### src/rtl/core/multiturn_encoder_to_steps_core_assert.svh
// Assertion macros for the multi-turn encoder core.
// Included by modules that carry concurrent checks; no dependencies.
`ifndef MULTITURN_ENCODER_TO_STEPS_CORE_ASSERT_SVH
`define MULTITURN_ENCODER_TO_STEPS_CORE_ASSERT_SVH
`ifndef ASSERT_OFF
`define MTES_ASSERT_IMP(label, clk, rst_n, ante, cons) \
	label: assert property (@(posedge clk) disable iff (!rst_n) (ante) |-> (cons)) \
		else $error("mtes assertion failed");
`define MTES_ASSERT_NXT(label, clk, rst_n, ante, cons) \
	label: assert property (@(posedge clk) disable iff (!rst_n) (ante) |=> (cons)) \
		else $error("mtes assertion failed");
`else
`define MTES_ASSERT_IMP(label, clk, rst_n, ante, cons)
`define MTES_ASSERT_NXT(label, clk, rst_n, ante, cons)
`endif
`endif

### src/rtl/core/mtes_pkg.sv
`timescale 1ns / 1ps
// Shared types and constants for the multi-turn encoder core.
// No dependencies.
package mtes_pkg;

	localparam int ANGLE_W  = 12;
	localparam int TURN_W   = 24;
	localparam int STEPS_W  = 48;
	localparam int MSTEP_W  = 9;
	localparam int POS_W    = TURN_W + ANGLE_W;
	localparam int PROD1_W  = POS_W + MSTEP_W + 1;
	localparam int PROD2_W  = PROD1_W + 8;
	localparam int QUOT_W   = PROD2_W - ANGLE_W;
	localparam int DIFF_W   = STEPS_W + 1;

	localparam logic [3:0]                ANGLE_HI_MASK    = 4'hF;
	localparam logic signed [ANGLE_W:0]   HALF_TURN_COUNTS = 13'sd2048;
	localparam logic signed [PROD2_W-1:0] MOTOR_STEPS      = 54'sd200;
	localparam logic signed [PROD2_W-1:0] DIV_BIAS         = 54'sd4095;
	localparam logic signed [TURN_W-1:0]  TURN_MAX         = 24'sh7FFFFF;
	localparam logic signed [TURN_W-1:0]  TURN_MIN         = 24'sh800000;
	localparam logic signed [STEPS_W-1:0] STEPS_MAX        = 48'sh7FFF_FFFF_FFFF;
	localparam logic signed [STEPS_W-1:0] STEPS_MIN        = 48'sh8000_0000_0000;
	localparam logic [MSTEP_W-1:0]        MSTEP_RESET      = 9'd8;

	localparam logic REG_MICROSTEPS = 1'b0;
	localparam logic REG_OFFSET     = 1'b1;

	typedef enum logic [3:0] {
		ST_IDLE  = 4'b0001,
		ST_MUL   = 4'b0010,
		ST_SCALE = 4'b0100,
		ST_FIN   = 4'b1000
	} state_t;

	typedef struct packed {
		logic capture;
		logic mul;
		logic scale;
		logic load_out;
	} cmd_t;

endpackage

### src/rtl/core/multiturn_encoder_to_steps_core.sv
`timescale 1ns / 1ps
// Top level of the multi-turn encoder to motor step core.
// Depends on mtes_pkg, mtes_ctrl and mtes_dp.
//
// Slave stream: one transaction per angle reading, tdata = high byte, low byte.
// Master stream: one transaction per reading with the microstep position, the
// turn count and the assembled angle.
// Config channel: cfg_index 0 writes microsteps per step, 1 writes the signed
// position offset; cfg_ready is always high. Write only while idle.
// After the input transaction the reading passes the multiply, scale and finish
// states, and m_tvalid rises when the finish state loads the output register.
// A new reading is taken only back in the idle state, as the capture, multiply,
// scale and finish steps of the sequencer share one datapath.
// A finished result waits in the output register; while the receiver stalls
// the next reading is still taken and worked up to the finish step, where it
// holds until the waiting result is taken.
// Reset clears the turn counter and previous angle, marks the next reading as
// the first (turn count forced to zero) and restores the register defaults.
module multiturn_encoder_to_steps_core (
	input  logic        clk,
	input  logic        arst_n,
	input  logic        s_tvalid,
	output logic        s_tready,
	input  logic [15:0] s_tdata,   // [7:0] angle_high_byte, [15:8] angle_low_byte
	output logic        m_tvalid,
	input  logic        m_tready,
	output logic [87:0] m_tdata,   // [47:0] motor_steps, [71:48] turn_count,
	                               // [83:72] raw_angle, [87:84] zero
	input  logic        cfg_valid,
	output logic        cfg_ready,
	input  logic        cfg_index,
	input  logic [47:0] cfg_data
);

	mtes_pkg::cmd_t                       cmd;
	logic signed [mtes_pkg::STEPS_W-1:0]  motor_steps;
	logic signed [mtes_pkg::TURN_W-1:0]   turn_count;
	logic [mtes_pkg::ANGLE_W-1:0]         raw_angle;

	assign cfg_ready = 1'b1;

	mtes_ctrl u_ctrl (
		.clk      (clk),
		.arst_n   (arst_n),
		.s_tvalid (s_tvalid),
		.s_tready (s_tready),
		.m_tvalid (m_tvalid),
		.m_tready (m_tready),
		.cmd      (cmd)
	);

	mtes_dp u_dp (
		.clk             (clk),
		.arst_n          (arst_n),
		.cmd             (cmd),
		.angle_high_byte (s_tdata[7:0]),
		.angle_low_byte  (s_tdata[15:8]),
		.cfg_we          (cfg_valid && cfg_ready),
		.cfg_index       (cfg_index),
		.cfg_data        (cfg_data),
		.motor_steps     (motor_steps),
		.turn_count      (turn_count),
		.raw_angle       (raw_angle)
	);

	assign m_tdata = {4'b0000, raw_angle, turn_count, motor_steps};

endmodule

### src/rtl/core/mtes_ctrl.sv
`timescale 1ns / 1ps
// Sequencer for the multi-turn encoder core: handshakes and datapath commands.
// Depends on mtes_pkg and the assertion macro header.
`include "multiturn_encoder_to_steps_core_assert.svh"
module mtes_ctrl (
	input  logic          clk,
	input  logic          arst_n,
	input  logic          s_tvalid,
	output logic          s_tready,
	output logic          m_tvalid,
	input  logic          m_tready,
	output mtes_pkg::cmd_t cmd
);

	mtes_pkg::state_t state_q, state_d;
	logic             m_tvalid_q;
	logic             accept;

	assign s_tready = (state_q == mtes_pkg::ST_IDLE);
	assign accept   = s_tvalid && s_tready;
	assign m_tvalid = m_tvalid_q;

	always_comb begin
		state_d      = state_q;
		cmd          = '0;
		cmd.capture  = accept;
		case (state_q)
			mtes_pkg::ST_IDLE: begin
				if (accept) state_d = mtes_pkg::ST_MUL;
			end
			mtes_pkg::ST_MUL: begin
				cmd.mul = 1'b1;
				state_d = mtes_pkg::ST_SCALE;
			end
			mtes_pkg::ST_SCALE: begin
				cmd.scale = 1'b1;
				state_d   = mtes_pkg::ST_FIN;
			end
			mtes_pkg::ST_FIN: begin
				if (!m_tvalid_q || m_tready) begin
					cmd.load_out = 1'b1;
					state_d      = mtes_pkg::ST_IDLE;
				end
			end
			default: state_d = mtes_pkg::ST_IDLE;
		endcase
	end

	always_ff @(posedge clk or negedge arst_n) begin
		if (!arst_n) begin
			state_q    <= mtes_pkg::ST_IDLE;
			m_tvalid_q <= 1'b0;
		end else begin
			state_q <= state_d;
			if (cmd.load_out) m_tvalid_q <= 1'b1;
			else if (m_tready) m_tvalid_q <= 1'b0;
		end
	end

	`MTES_ASSERT_IMP(a_no_overwrite, clk, arst_n, cmd.load_out && m_tvalid_q, m_tready)
	`MTES_ASSERT_NXT(a_accept_to_fin, clk, arst_n, accept, ##2 (state_q == mtes_pkg::ST_FIN))
	`MTES_ASSERT_NXT(a_fin_stall, clk, arst_n,
		(state_q == mtes_pkg::ST_FIN) && m_tvalid_q && !m_tready,
		(state_q == mtes_pkg::ST_FIN))

endmodule

### src/rtl/core/mtes_dp.sv
`timescale 1ns / 1ps
// Datapath of the multi-turn encoder core: turn tracking, scaling, offset.
// Depends on mtes_pkg; driven by commands from mtes_ctrl.
module mtes_dp (
	input  logic                                  clk,
	input  logic                                  arst_n,
	input  mtes_pkg::cmd_t                        cmd,
	input  logic [7:0]                            angle_high_byte,
	input  logic [7:0]                            angle_low_byte,
	input  logic                                  cfg_we,
	input  logic                                  cfg_index,
	input  logic [mtes_pkg::STEPS_W-1:0]          cfg_data,
	output logic signed [mtes_pkg::STEPS_W-1:0]   motor_steps,
	output logic signed [mtes_pkg::TURN_W-1:0]    turn_count,
	output logic [mtes_pkg::ANGLE_W-1:0]          raw_angle
);

	logic [mtes_pkg::MSTEP_W-1:0]         msteps_q;
	logic signed [mtes_pkg::STEPS_W-1:0]  offset_q;
	logic [mtes_pkg::ANGLE_W-1:0]         prev_angle_q;
	logic signed [mtes_pkg::TURN_W-1:0]   turns_q;
	logic                                 first_q;
	logic signed [mtes_pkg::PROD1_W-1:0]  prod1_s1;
	logic signed [mtes_pkg::PROD2_W-1:0]  prod2_s2;
	logic signed [mtes_pkg::STEPS_W-1:0]  steps_q;
	logic signed [mtes_pkg::TURN_W-1:0]   turn_out_q;
	logic [mtes_pkg::ANGLE_W-1:0]         angle_out_q;

	logic [mtes_pkg::ANGLE_W-1:0]         angle;
	logic signed [mtes_pkg::ANGLE_W:0]    diff;
	logic signed [mtes_pkg::TURN_W-1:0]   turns_d;
	logic signed [mtes_pkg::POS_W-1:0]    pos;
	logic signed [mtes_pkg::PROD2_W-1:0]  biased;
	logic signed [mtes_pkg::QUOT_W-1:0]   quot;
	logic signed [mtes_pkg::DIFF_W-1:0]   res;
	logic signed [mtes_pkg::STEPS_W-1:0]  res_sat;

	assign angle = {angle_high_byte[3:0] & mtes_pkg::ANGLE_HI_MASK, angle_low_byte};
	assign diff  = $signed({1'b0, angle}) - $signed({1'b0, prev_angle_q});

	always_comb begin
		turns_d = turns_q;
		if (diff < -mtes_pkg::HALF_TURN_COUNTS) begin
			if (turns_q != mtes_pkg::TURN_MAX) turns_d = turns_q + 24'sd1;
		end else if (diff > mtes_pkg::HALF_TURN_COUNTS) begin
			if (turns_q != mtes_pkg::TURN_MIN) turns_d = turns_q - 24'sd1;
		end
		if (first_q) turns_d = '0;
	end

	assign pos = $signed({turns_q, prev_angle_q});

	assign biased = prod2_s2 + (prod2_s2[mtes_pkg::PROD2_W-1] ? mtes_pkg::DIV_BIAS : '0);
	assign quot   = biased[mtes_pkg::PROD2_W-1:mtes_pkg::ANGLE_W];
	assign res    = mtes_pkg::DIFF_W'(quot) - mtes_pkg::DIFF_W'(offset_q);

	always_comb begin
		if (res[mtes_pkg::DIFF_W-1] != res[mtes_pkg::DIFF_W-2])
			res_sat = res[mtes_pkg::DIFF_W-1] ? mtes_pkg::STEPS_MIN : mtes_pkg::STEPS_MAX;
		else
			res_sat = res[mtes_pkg::STEPS_W-1:0];
	end

	always_ff @(posedge clk or negedge arst_n) begin
		if (!arst_n) begin
			msteps_q     <= mtes_pkg::MSTEP_RESET;
			offset_q     <= '0;
			prev_angle_q <= '0;
			turns_q      <= '0;
			first_q      <= 1'b1;
		end else begin
			if (cfg_we) begin
				case (cfg_index)
					mtes_pkg::REG_MICROSTEPS: msteps_q <= cfg_data[mtes_pkg::MSTEP_W-1:0];
					mtes_pkg::REG_OFFSET:     offset_q <= cfg_data;
					default: ;
				endcase
			end
			if (cmd.capture) begin
				prev_angle_q <= angle;
				turns_q      <= turns_d;
				first_q      <= 1'b0;
			end
		end
	end

	always_ff @(posedge clk) begin
		if (cmd.mul) prod1_s1 <= pos * $signed({1'b0, msteps_q});
		if (cmd.scale) prod2_s2 <= mtes_pkg::PROD2_W'(prod1_s1) * mtes_pkg::MOTOR_STEPS;
		if (cmd.load_out) begin
			steps_q     <= res_sat;
			turn_out_q  <= turns_q;
			angle_out_q <= prev_angle_q;
		end
	end

	assign motor_steps = steps_q;
	assign turn_count  = turn_out_q;
	assign raw_angle   = angle_out_q;

endmodule
### config.mk
export PLATFORM = sky130hd
export DESIGN_NAME = multiturn_encoder_to_steps_core
export DESIGN_NICKNAME = d
export VERILOG_FILES = /design/src/rtl/core/mtes_pkg.sv /design/src/rtl/core/multiturn_encoder_to_steps_core.sv /design/src/rtl/core/mtes_ctrl.sv /design/src/rtl/core/mtes_dp.sv
export VERILOG_INCLUDE_DIRS = /design/src /design/src/rtl/core
export SDC_FILE = /design/constraint.sdc
export NUM_CORES = 2
export LEC_CHECK = 0
export BUFFER_PORTS_ARGS = -buffer_cell sky130_fd_sc_hd__buf_2
export CELL_PAD_IN_SITES_DETAIL_PLACEMENT = 1
export CELL_PAD_IN_SITES_GLOBAL_PLACEMENT = 2
export CORE_ASPECT_RATIO = 1.2
export CORE_MARGIN = 3
export CORE_UTILIZATION = 41
export DETAILED_ROUTE_END_ITERATION = 10
export HOLD_SLACK_MARGIN = 0.15
export PLACE_DENSITY_LB_ADDON = 0.1
export SLEW_MARGIN = 20
export SYNTH_ARGS = -nofsm -noshare
export SYNTH_HDL_FRONTEND = slang
export SYNTH_HIERARCHICAL = 1
export SYNTH_SLANG_ARGS = --single-unit
### constraint.sdc
create_clock -name clk -period 9.1 [get_ports clk]
set_input_delay 0.91 -clock clk [delete_from_list [all_inputs] [get_ports clk]]
set_output_delay 0.91 -clock clk [all_outputs]
set_load 0.05 [all_outputs]
; After elaboration in Yosys (flattened, before gate mapping)
; Cells that the tools add are included.
; Widths: inputs -> output; s select.
[classes]
n_eq_ne = 10
bitwise_logic = 1
magnitude_cmp = 2
addsub = 5
multipliers = 2
reduce_logical = 10
muxes = 17
[ops]
columns = op, count
row1 = $mux 24, 5
row2 = $mux 48, 2
row3 = $add 54x12->54, 1
row4 = $mul 46x6->51 const B, 1
row5 = $sub 42x48->49, 1
row6 = $ne 24x24->1 const B, 2
row7 = $mul 36x10->46, 1
row8 = $add 24x2->24 const B, 1
row9 = $sub 24x2->24 const B, 1
row10 = $pmux 4 s4, 1
row11 = $gt 13x13->1 const B, 1
row12 = $lt 13x12->1 const B, 1
row13 = $sub 12x12->13, 1
row14 = $mux 12, 1
row15 = $mux 4, 2
row16 = $mux 1, 6
row17 = $reduce_and 2->1, 3
row18 = $reduce_bool 3->1, 2
row19 = $eq 4x1->1 const B, 1
row20 = $eq 4x2->1 const B, 1
row21 = $eq 4x3->1 const B, 1
row22 = $eq 4x4->1 const B, 1
row23 = $reduce_and 4->1, 1
row24 = $ne 3x2->1 const B, 1
row25 = other kinds (8), 8
[totals]
in_bits = 70
word_cells = 59
register_bits = 280

; Logic depth before layout (Yosys ltp)
[logic_depth]
depth_word = 5
ltp_mapped = 25
ltp_nobuf = 22

; Hierarchy
; Netlist, hierarchy kept.
[modules_own_cells]
columns = module, seq_area_each_um2, instances, cells_per_inst, area_per_inst_um2
row1 = mtes_dp, 7790.0, 1, 3291, 31157.4
row2 = mtes_ctrl, 126.4, 1, 26, 275.3
row3 = multiturn_encoder_to_steps_core, 0.0, 1, 7, 45.0

; Worst setup path before layout
; Ideal clock, no wire load.
[synth_timing]
path_kind = flip-flop to flip-flop
start = reg u_dp/msteps_q[3] in the netlist's numbering
end = reg u_dp/prod1_s1[45] in the netlist's numbering, data pin
path_stages_with_launch = 25
setup_slack_ps = 2525
required_time_ps = 8838
t_arrival_ps = 6313
path_buffers = 2
path_cell_list = dfstp_2 -> clkbuf_1 -> clkbuf_1 -> nand2_1 -> fa_1 -> inv_1 -> fa_1 -> inv_1 -> fa_1 -> inv_1 -> fa_1 -> inv_1 -> fa_1 -> inv_1 -> ha_1 -> nand2_1 -> o32ai_1 -> nor3_1 -> nor4_1 -> o41ai_2 -> o21ai_1 -> a21oi_1 -> a311o_1 -> o31ai_1 -> xnor2_1
[synth_via]
elab_chain_cells = 1
[synth_rtl]
columns = item, line
row1 = "start, declared", mtes_dp.sv:18  ; logic [mtes_pkg::MSTEP_W-1:0] msteps_q;
row2 = "start signal, assigned", mtes_dp.sv:66  ; msteps_q <= mtes_pkg::MSTEP_RESET;
row3 = "start signal, assigned", mtes_dp.sv:74  ; mtes_pkg::REG_MICROSTEPS: msteps_q <= cfg_data[mtes_pkg::MSTEP_W-1:0];
row4 = $mul 36x10->46, mtes_dp.sv:88  ; if (cmd.mul) prod1_s1 <= pos * $signed({1'b0, msteps_q});
row5 = "end signal, assigned", mtes_dp.sv:88
row6 = "end, declared", mtes_dp.sv:23  ; logic signed [mtes_pkg::PROD1_W-1:0] prod1_s1;
; No other way between the ends.
; A chain may end at the register's enable or synchronous reset.

; Worst setup path in the final report
; Ends and elaborated chain as after synthesis.

==> flow_metrics.tcl <==
set metrics [dict create \
    status "complete, no violations" \
    finalWirelength_um 78100 \
    die_y_um 310 \
    finalSetupTns_ns 0 \
    yosys.area.top_type "fa_1" \
    synth-seq-cells 280 \
    slew_viol_final 0 \
    wl_per_cell_um 17.6 \
    r2r-start "u_dp/msteps_q[3]" \
    maxCapViolations 0 \
    cts_buffers 37 \
    finalHoldViolCount 0 \
    cts_tree "done" \
    cts_resized 0 \
    fp.dieW_um 259 \
    insertion_delay_ns 0.56 \
    fin_ws_ns 1.54 \
    fin_crit_sh_pct 83.1 \
    syn_area_per_cell_um2 9.47 \
    cts_root_buf "clkbuf_16" \
    yosysTopAreaCellShare_pct 19.7 \
    place_ws_ns 1.55 \
    ctsLongestPathBuffers 3 \
    synth_cell_types 92 \
    vias_per_cell 5.16 \
    cts_htree_levels 2 \
    cp-start-kind "flip-flop" \
    path_class "flip-flop to flip-flop" \
    insertedDiodeCount 0 \
    die_area_um2 80100 \
    netlist_instances 3324 \
    area_growth_pct 9.20 \
    worstPathRequired_ns 9.38 \
    cp_max_fo 37 \
    layout_commonest_cell "inv_1" \
    detail_route.iter0.violations 610 \
    via_count 22900 \
    r2r_setup_slack_ns 1.54 \
    synth_warnings 6 \
    setup_viol 0 \
    clkSlewWorstSetupHoldPaths_ns 0.05 \
    synth_edf_count 181 \
    place.detailed.instances 4380 \
    fillers 8608 \
    reg2regPathDepth 22 \
    hold_path.class "input port to asynchronous set/reset pin" \
    initial_core_util_pct 41.7 \
    antenna_found_initial 1 \
    grt_setup_unrepaired "false" \
    period_minus_slack_ns 7.56 \
    layout-drive-gt1-share_pct 9.65 \
    dpl.hpwl_um 63500 \
    grt_pass1_wl_um 129000 \
    tightest_slew_ns 1.09 \
    core_area_um2 75600 \
    seq_area_frac_synth_pct 25.1 \
    cts_setup_buffers 0 \
    gp_congestion 0.849 \
    synthTopCellsByArea "fa_1 (20%), edfxtp_1 (17%), ha_1 (13%)" \
    ant_nets 0 \
    rows 110 \
    syn_area_um2 31500 \
    fin_worst_skew_ns 0.0298 \
    grt_pass1_vias 25800 \
    final_core_util_pct 45.5 \
    fin_nets 4115 \
    drc 0 \
    crit_arrival_ns 7.84 \
    grt_max_degree 52 \
    grt_overflow_total 0 \
    ioPinCount 161 \
    rr_endpoint "u_dp/prod1_s1[45]" \
    ctsHoldBuffers 0 \
    layout_common_cells "inv_1 (587), ha_1 (325), fa_1 (309)" \
    grt_usage_pct 19.7 \
    slew_headroom_pct 27.5 \
    dr.pass1.iters 4 \
    synthFlopType "edfxtp_1" \
    async_flop_share_pct 35.4 \
    final_cells 4447 \
    numClockSinks 280 \
    cp-end-kind "flip-flop" \
    fmax_mhz 132 \
    io_buffers 151 \
]
## through the flow
stage          hold WS, ns  instance area, um2
2_1_floorplan        0.423               31500
3_5_place_dp         0.494               33200
4_1_cts              0.420               34400
3_3_place_gp         0.490               33200
5_1_grt              0.455               34400
6_report             0.430               34400
## cell usage after synthesis, types with 51 or more instances
| cell | instances |
|---|---|
| nand3_1 | 51 |
| fa_1 | 309 |
| dfrtp_1 | 96 |
| clkbuf_1 | 107 |
| nor2_1 | 96 |
| a21oi_1 | 169 |
| and2_1 | 189 |
| ha_1 | 325 |
| mux2_2 | 59 |
| xor2_1 | 65 |
| o21ai_0 | 138 |
| a21o_1 | 93 |
| edfxtp_1 | 181 |
| inv_1 | 587 |
| xnor2_1 | 134 |
| nand2_1 | 297 |
## layout make-up
type	count	area, um2	area share [%]
flip-flops and latches	280	7920	23.0
clock inverters	21	231	0.673
inverters	587	2200	6.41
multi-input cells	2335	20900	60.7
well taps	1008	1260	3.67
repair buffers	170	901	2.62
clock buffers	46	980	2.85
## cell families after synthesis
| family | count (synthesis) | share of synthesized area [%] |
|---|---|---|
| AOI/OAI and AO/OA | 599 | 12.4 |
| xor gates and xnor gates | 199 | 5.54 |
| adders and majority gates | 637 | 32.7 |
| buffers and inverters | 712 | 8.65 |
| DFF | 280 | 25.1 |
| muxes | 62 | 2.21 |
| other | 2 | 0.0239 |
| and+or+nand+nor | 833 | 13.4 |
## critical path, cell delays in order (launching register included)
cell     delay (ns)
dfstp_2        1.03
nand2_1        0.18
fa_1           0.58
inv_1          0.05
fa_1           0.50
inv_1          0.05
fa_1           0.47
inv_1          0.05
fa_1           0.53
inv_1          0.06
fa_1           0.53
inv_1          0.04
ha_1           0.37
nand2_1        0.14
o32ai_1        0.42
nor3_1         0.13
nor4_1         0.63
o41ai_2        0.24
o21ai_1        0.30
a21oi_1        0.12
a311o_1        0.41
o31ai_1        0.33
xnor2_1        0.10
## flip-flops by register name, indices dropped and copies added (netlist names)
name and flops:
u_dp/offset_q 48, u_dp/motor_steps 48, u_dp/prev_angle_q 12, u_dp/prod2_s2 51, u_ctrl/m_tvalid 1, u_dp/raw_angle 12, u_ctrl/state_q 4, u_dp/msteps_q 9
u_dp/prod1_s1 46, u_dp/turn_count 24, u_dp/turns_q 24, u_dp/first_q 1
## worst max-delay path by stage
stage | from | to | slack, ns | cells past startpoint
2_1_floorplan | u_dp/msteps_q[3] | u_dp/prod1_s1[45] | 2.53 | 24
3_3_place_gp | u_dp/msteps_q[3] | u_dp/prod1_s1[45] | 1.66 | 22
3_5_place_dp | u_dp/msteps_q[3] | u_dp/prod1_s1[45] | 1.55 | 22
4_1_cts | u_dp/prod2_s2[53] | u_dp/motor_steps[27] | 1.52 | 21
5_1_grt | u_dp/msteps_q[3] | u_dp/prod1_s1[45] | 1.04 | 22
6_report | u_dp/msteps_q[3] | u_dp/prod1_s1[45] | 1.54 | 22
## layer usage
| layer | up-vias | global-route usage [%] | routed length [um] |
|---|---|---|---|
| li1 | 11100 | - | - |
| met1 | 11400 | 23.9 | 33700 |
| met2 | 284 | 37.3 | 40300 |
| met3 | 96 | 2.09 | 2230 |
| met4 | 0 | 4.97 | 1850 |
| met5 | - | 0 | 0 |
Power is not shown: default switching activity piles up to over one toggle a cycle in this logic, so the estimate is an artifact.
